[src/hw/rtl/per_symbol_trade_aggregator_assert.svh]
// Assertion macros for the trade aggregator
`ifndef PER_SYMBOL_TRADE_AGGREGATOR_ASSERT_SVH
`define PER_SYMBOL_TRADE_AGGREGATOR_ASSERT_SVH
// implication checked on every rising clock edge outside reset
`define PSTA_ASSERT_IMP(label, clk, rst, ante, cons) \
   label: assert property (@(posedge clk) disable iff (rst) (ante) |-> (cons)) \
      else $error("assertion failed");
// next-cycle implication
`define PSTA_ASSERT_NXT(label, clk, rst, ante, cons) \
   label: assert property (@(posedge clk) disable iff (rst) (ante) |=> (cons)) \
      else $error("assertion failed");
`endif

[src/hw/rtl/psta_pkg.sv]
// ----------------------------------------------------------------------------
// psta_pkg
// Shared constants and types of the trade aggregator.
// ----------------------------------------------------------------------------
`timescale 1ns / 1ps
`default_nettype none
package psta_pkg;
   localparam int TABLE_ENTRIES_DEF = 256;
   localparam logic [1:0] ST_UPDATED = 2'd0;
   localparam logic [1:0] ST_CREATED = 2'd1;
   localparam logic [1:0] ST_FULL    = 2'd2;
   localparam logic [19:0] PRICE_MAX = 20'hFFFFF;

   typedef struct packed {
      logic start;
      logic [63:0] dividend;
      logic [31:0] divisor;
   } div_req_type;

   typedef struct packed {
      logic done;
      logic busy;
      logic [19:0] quotient;
   } div_rsp_type;
endpackage
`default_nettype wire

[src/hw/rtl/psta_divider.sv]
// ----------------------------------------------------------------------------
// psta_divider
// Restoring divider, one quotient bit per cycle, clamped to 20 bits.
// ----------------------------------------------------------------------------
`timescale 1ns / 1ps
`default_nettype none
module psta_divider (
   input  wire                     clock,
   input  wire                     reset,
   input  psta_pkg::div_req_type   div_req,
   output psta_pkg::div_rsp_type   div_rsp
);
   logic [63:0] quo_ff, quo_in;
   logic [31:0] rem_ff, rem_in;
   logic [31:0] dsr_ff, dsr_in;
   logic [6:0]  cnt_ff, cnt_in;
   logic        busy_ff, busy_in, done_ff, done_in;
   logic [32:0] trial;
   logic [32:0] sub;

   always_comb begin
      quo_in = quo_ff; rem_in = rem_ff; dsr_in = dsr_ff;
      cnt_in = cnt_ff; busy_in = busy_ff; done_in = 1'b0;
      trial = {rem_ff, quo_ff[63]};
      sub = trial - {1'b0, dsr_ff};
      if (div_req.start) begin
         quo_in = div_req.dividend; rem_in = '0; dsr_in = div_req.divisor;
         cnt_in = 7'd64; busy_in = 1'b1;
      end else if (busy_ff) begin
         // remainder stays below the divisor, so 32 bits hold it
         if (!sub[32]) begin
            rem_in = sub[31:0];
            quo_in = {quo_ff[62:0], 1'b1};
         end else begin
            rem_in = trial[31:0];
            quo_in = {quo_ff[62:0], 1'b0};
         end
         cnt_in = cnt_ff - 7'd1;
         if (cnt_ff == 7'd1) begin
            busy_in = 1'b0; done_in = 1'b1;
         end
      end
   end

   always_ff @(posedge clock) begin
      if (reset) begin
         busy_ff <= 1'b0; done_ff <= 1'b0; cnt_ff <= '0;
      end else begin
         busy_ff <= busy_in; done_ff <= done_in; cnt_ff <= cnt_in;
      end
      quo_ff <= quo_in; rem_ff <= rem_in; dsr_ff <= dsr_in;
   end

   always_comb begin
      div_rsp.done = done_ff;
      div_rsp.busy = busy_ff;
      if (dsr_ff == '0) div_rsp.quotient = '0;
      else if (quo_ff[63:20] != '0) div_rsp.quotient = psta_pkg::PRICE_MAX;
      else div_rsp.quotient = quo_ff[19:0];
   end
endmodule
`default_nettype wire

[config.mk]
export PLATFORM = sky130hd
export DESIGN_NAME = psta_divider
export DESIGN_NICKNAME = d
export VERILOG_FILES = /design/src/hw/rtl/per_symbol_trade_aggregator_assert.svh /design/src/hw/rtl/psta_pkg.sv /design/src/hw/rtl/psta_divider.sv
export SDC_FILE = /design/constraint.sdc
export NUM_CORES = 1
export LEC_CHECK = 0
export BUFFER_PORTS_ARGS = -buffer_cell sky130_fd_sc_hd__buf_4
export CORE_MARGIN = 10
export CORE_UTILIZATION = 40
export DETAILED_ROUTE_END_ITERATION = 8
export HOLD_SLACK_MARGIN = 0.02
export PLACE_DENSITY = 0.65
export SLEW_MARGIN = 5
export SYNTH_ARGS = -nofsm -noshare
export SYNTH_HDL_FRONTEND = slang
export SYNTH_SLANG_ARGS = --single-unit
[constraint.sdc]
create_clock -name clock -period 4.85 [get_ports clock]
set_clock_uncertainty 0.2 [all_clocks]
set_input_delay 0.2425 -clock clock [delete_from_list [all_inputs] [get_ports clock]]
set_output_delay 0.2425 -clock clock [all_outputs]
set_load 0.005 [all_outputs]
==> results of run 1 <==
## flip-flops by register name (all words and copies together) (netlist names)
signal,flops
dsr_ff,32
done_ff,1
quo_ff,64
busy_ff,1
cnt_ff,7
rem_ff,32
## synthesized netlist by cell type, drive strengths merged, types with 2 or more instances
master,n
nor3,10
a21oi,60
a211o,2
or2,3
a32oi,2
o31ai,3
xnor2,24
nand3b,3
edfxtp,96
xor2,9
or3,3
mux2,64
nand2b,7
mux2i,6
nor4,20
nand3,4
nor2b,8
a311oi,3
nor4b,2
nor2,72
o31a,2
nand2,43
clkbuf,29
and3,3
a211oi,27
o22ai,3
a21o,5
o21a,24
nand4,12
ha,34
a31oi,7
o211ai,5
o21ai,29
nor3b,3
dfxtp,41
inv,47
o21bai,6
buf,12
## cell type report
type,instances,area share [%]
multi-input combinational,520,35.9
sequential,137,35.5
timing repair buffer,221,18.3
clock buffer,17,4.07
tap,265,3.18
inverter,47,1.69
clock inverter,15,1.35
antenna,1,0.0240
## cells by family after synthesis
family | Yosys count
flip-flops | 137
multiplexers | 70
AND/OR/NAND/NOR | 195
AO/OA/AOI/OAI | 187
buffers and inverters | 88
adder cells (fa/ha/maj) | 35
XOR/XNOR | 33
## report_power, final
| part | leakage, nW | total [mW] | switching [mW] | internal (mW) |
|---|---|---|---|---|
| clock | 0.278 | 1.28 | 0.558 | 0.717 |
| combinational | 2.52 | 0.764 | 0.397 | 0.367 |
| sequential | 1.29 | 1.46 | 0.0757 | 1.38 |
## routing by layer
layer  track usage (%)  up-vias
li1                  -     3146
met1              20.2     2959
met2              25.0      149
met3              5.84       17
met4              4.30        0
met5                 0        -
## worst max-delay path, stage by stage, from the launching register on
cell and delay (ps):
edfxtp_1 380, inv_1 60, ha_1 220, fa_1 380, nor2b_1 210, o31a_1 240, o211ai_1 140, a21oi_1 250
o21ai_2 160, xor2_4 470, buf_4 410, nor2_1 80, a21oi_1 170, a211oi_2 90
## final timing paths
kind | slack (ps) | from | to
hold / removal | 150 | div_req[96] | dsr_ff[3]
setup reg to reg | 1230 | quo_ff[63] | rem_ff[9]
hold reg to reg | 300 | rem_ff[23] | rem_ff[23]
setup / recovery | 1230 | quo_ff[63] | rem_ff[9]
## through the flow
stage	util, %	instance area [um^2]	worst slack (ps)	power [mW]
2_1_floorplan	-	7810	1980	1.98
3_3_place_gp	46.0	8900	1360	2.17
3_5_place_dp	46.0	8900	1230	2.18
4_1_cts	54.0	10400	1210	3.52
5_1_grt	54.0	10400	896	3.68
6_report	54.0	10400	1230	3.50
==> results.json, run 1 <==
{
  "status": "complete, no violations",
  "root_buffer": "clkbuf_16",
  "rows": 51,
  "syn2layout_area_growth_pct": 33.6,
  "dieArea_um2": 25500,
  "worstPathArrival_ps": 3690,
  "setup_viol": 0,
  "critPathLaunchType": "flop",
  "grt_pass1_vias": 6646,
  "die_h_um": 160,
  "core_area_um2": 19300,
  "initial_core_util_pct": 40.4,
  "ys_top_cells_by_area": "edfxtp_1 37%, dfxtp_1 11%, mux2_2 9.2%",
  "post_route_cells_drive_above_1_share_pct": 25.6,
  "fmax_mhz": 276,
  "numCtsBuffers": 17,
  "rsz0062_at_grt": "false",
  "p_leak_nw": 4.09,
  "netlist.area_leader.share_pct": 36.9,
  "wl_per_cell_um": 16.8,
  "htree_levels": 4,
  "max_slew.worst_pin.slew_ps": 959,
  "multi_input_area_um2": 3750,
  "cts.path.max_buffers": 2,
  "syn_inst": 745,
  "ff_latch_area_um2": 3700,
  "synth-edff-count": 96,
  "syn-cell-area_um2": 7810,
  "yosys.area.top_type": "edfxtp_1",
  "hold_buffers": 97,
  "grt_remaining_overflow": 0,
  "grt_use_total_pct": 15.9,
  "ios": 121,
  "cts.clk_slew.worst_paths_ps": 60,
  "syn_avg_cell_area_um2": 10.5,
  "post-place-cells": 1093,
  "synthSimpleGateAreaFrac_pct": 11.9,
  "final_cell_mix": "123 x buf_4, 97 x dlygate4sd3_1, 96 x edfxtp_1",
  "hold_viol": 0,
  "relSlewSlack_pct": 35.8,
  "synth_top_family_by_area": "compound AO/OA/AOI/OAI gates",
  "required_ps": 4930,
  "synth_mux_area_share_pct": 9.99,
  "routed-wl-met2_um": 9410,
  "fill_cells": 1666,
  "grt_pass1_wl_um": 33900,
  "post_cts_buffers": 0,
  "yosys.area_share.adder_pct": 5.70,
  "wirelength_met1_um": 9520,
  "final_common_cell": "buf_4",
  "clkSinkCount": 137,
  "wirelength_um": 20500,
  "synth-xor-area-share_pct": 3.80,
  "final.min_clock_period_ps": 3620,
  "synth-seq-cells": 137,
  "route.met3.wl_um": 1360,
  "drc_errors": 0,
  "nets": 1078,
  "ctsResizeCount": 0,
  "ys_types": 60,
  "rr_worst_depth": 13,
  "gp_congestion": 0.878,
  "cts_tree": "done",
  "firstDrtPassIters": 4,
  "synth_top_flop_cell": "edfxtp_1",
  "async_flop_share_pct": 0,
  "cap_violations": 0,
  "crit_type": "flop to flop",
  "setup_tns_ps": 0,
  "grt_max_degree": 87,
  "synth_fp_nets": 879,
  "post-dp-hpwl_um": 14000,
  "top_layer_used": "met4",
  "antenna_found_initial": 1,
  "ir_drop_v": 0.000232,
  "die_x_um": 160,
  "critical_path.max_fanout": 32,
  "synth_seq_area_share_pct": 47.4,
  "insertion_delay_ps": 430,
  "port_buffers": 120,
  "fin_crit_sh_pct": 74.6,
  "vias_per_cell": 5.13,
  "drtAntennaViolNets": 0,
  "hold_ws_ps": 152,
  "power_density_nw_per_um2": 335,
  "final_cell_count_no_fill": 1223,
  "via_count": 6271,
  "worstSetupEndpointType": "flop",
  "worstHoldPathCells": 1,
  "drtIter0Drc": 319,
  "synth_compound_area_share_pct": 16.5,
  "slew_viol_final": 0,
  "hp-class": "input pin to flop",
  "ys.warnings.count": 0
}
(Power assumes the default switching activity.)
==> inputs of run 2 (changes only) <==
==> constraint.sdc (replaced) <==
create_clock -name clock -period 3.73 [get_ports clock]
set_clock_uncertainty 0.2 [all_clocks]
set_input_delay 0.1865 -clock clock [delete_from_list [all_inputs] [get_ports clock]]
set_output_delay 0.1865 -clock clock [all_outputs]
set_load 0.005 [all_outputs]
==> run 2 against run 1 <==
  * Global-route usage rose by 0.21 points
  * Clock power rose by 25%
  * Cell area rose by 0.19%
  * Highest routed layer unchanged
==> results.json, run 2 (synthesis results as in run 1) <==
{
  "cts.clk_slew.worst_paths_ps": 70,
  "crit_type": "flop to flop",
  "ios": 121,
  "pre_cts_ws_ps": 253,
  "p_leak_nw": 4.10,
  "largest_register_ffs": 64,
  "core_area_um2": 19300,
  "grt_pass1_wl_um": 33900,
  "rows": 51,
  "final_util_pct": 54.1,
  "dieArea_um2": 25500,
  "post_cts_buffers": 0,
  "clkSinkCount": 137,
  "wirelength_um": 20600,
  "final.min_clock_period_ps": 3390,
  "nets": 1080,
  "wl_per_cell_um": 16.8,
  "cap_violations": 0,
  "drc_errors": 0,
  "hp-class": "input pin to flop",
  "post_route_cells_drive_above_1_share_pct": 25.8,
  "status": "complete, no violations",
  "fmax_mhz": 295,
  "slew_viol_final": 0,
  "max_slew.worst_pin.slew_ps": 840,
  "insertion_delay_ps": 430,
  "final_cell_mix": "123 x buf_4, 97 x dlygate4sd3_1, 96 x edfxtp_1",
  "grt_max_degree": 93,
  "top_register": "quo_ff",
  "relSlewSlack_pct": 44.0,
  "syn2layout_area_growth_pct": 33.9,
  "power_density_nw_per_um2": 430,
  "final_common_cell": "buf_4",
  "layout_setup_ws_ps": 338,
  "port_buffers": 120,
  "fin_crit_sh_pct": 90.9,
  "worstSetupEndpointType": "flop",
  "top_regs": "quo_ff: 64 flops, dsr_ff: 32 flops, rem_ff: 32 flops",
  "post-dp-hpwl_um": 14100,
  "antenna_found_initial": 1,
  "setup_tns_ps": 0,
  "cts.path.max_buffers": 2,
  "cts_tree": "done",
  "required_ps": 3820,
  "grt_use_total_pct": 16.1,
  "firstDrtPassIters": 5,
  "worstPathArrival_ps": 3480,
  "vias_per_cell": 5.14,
  "grt_remaining_overflow": 0,
  "numCtsBuffers": 17,
  "via_count": 6294,
  "critical_path.max_fanout": 31,
  "final_cell_area_um2": 10500,
  "hold_viol": 0,
  "drtAntennaViolNets": 0,
  "htree_levels": 4,
  "placed_area_um2": 8930,
  "hold_ws_ps": 107,
  "die_h_um": 160,
  "ir_drop_v": 0.000308,
  "critPathLaunchType": "flop",
  "grt_pass1_vias": 6531,
  "initial_core_util_pct": 40.4,
  "die_x_um": 160,
  "gp_congestion": 0.864,
  "setup_viol": 0,
  "drtIter0Drc": 312,
  "root_buffer": "clkbuf_16",
  "rsz0062_at_grt": "false"
}
==> run 2: area by class of cell <==
type                    count  area, um^2
fillers                  1683        8870
multi-input cells         520        3750
flip-flops and latches    137        3700
repair buffers            223        1940
clock buffers              17         425
well taps                 265         332
inverters                  47         176
clock inverters            15         130
diodes                      1        2.50
==> run 2: worst paths after layout <==
check | startpoint | to | slack [ps] | depth (start not counted)
setup / recovery | quo_ff[63] | rem_ff[9] | 340 | 13
hold / removal | div_req[96] | dsr_ff[3] | 110 | 1
setup reg to reg | quo_ff[63] | rem_ff[9] | 340 | 13
hold reg to reg | rem_ff[1] | rem_ff[1] | 300 | 2
==> run 2: report_power, final <==
part	switching, mW	internal (mW)	total, mW
sequential	0.0992	1.80	1.90
clock	0.724	0.876	1.60
combinational	0.517	0.484	1.00
==> run 2: routing by layer <==
layer	GRT usage, %	routed length (um)
met1	20.2	9330
met2	25.8	9580
met3	5.71	1400
met4	4.55	257
met5	0	0
==> run 2: timing repair <==
item,in CTS,in global routing
hold buffers,97,0
gates resized for setup,0,1
hold endpoints to repair,105,0
endpoints found under the setup margin,0,14
==> run 2: per-stage QoR <==
step	instances	power, mW
global placement	1095	2.82
floorplan	745	2.58
global route	1225	4.74
finish	1225	4.50
CTS	1224	4.53
detailed placement	1095	2.83
==> run 2: worst max-delay path, cell delays in order, from the launching register on <==
cell	delay, ps
edfxtp_1	380
inv_1	60
ha_1	220
fa_1	390
nor2b_1	210
o31a_1	240
o211ai_1	150
a21oi_1	250
o21ai_2	160
xor2_4	350
buf_6	290
nor2_1	90
a21oi_1	160
a211oi_2	90
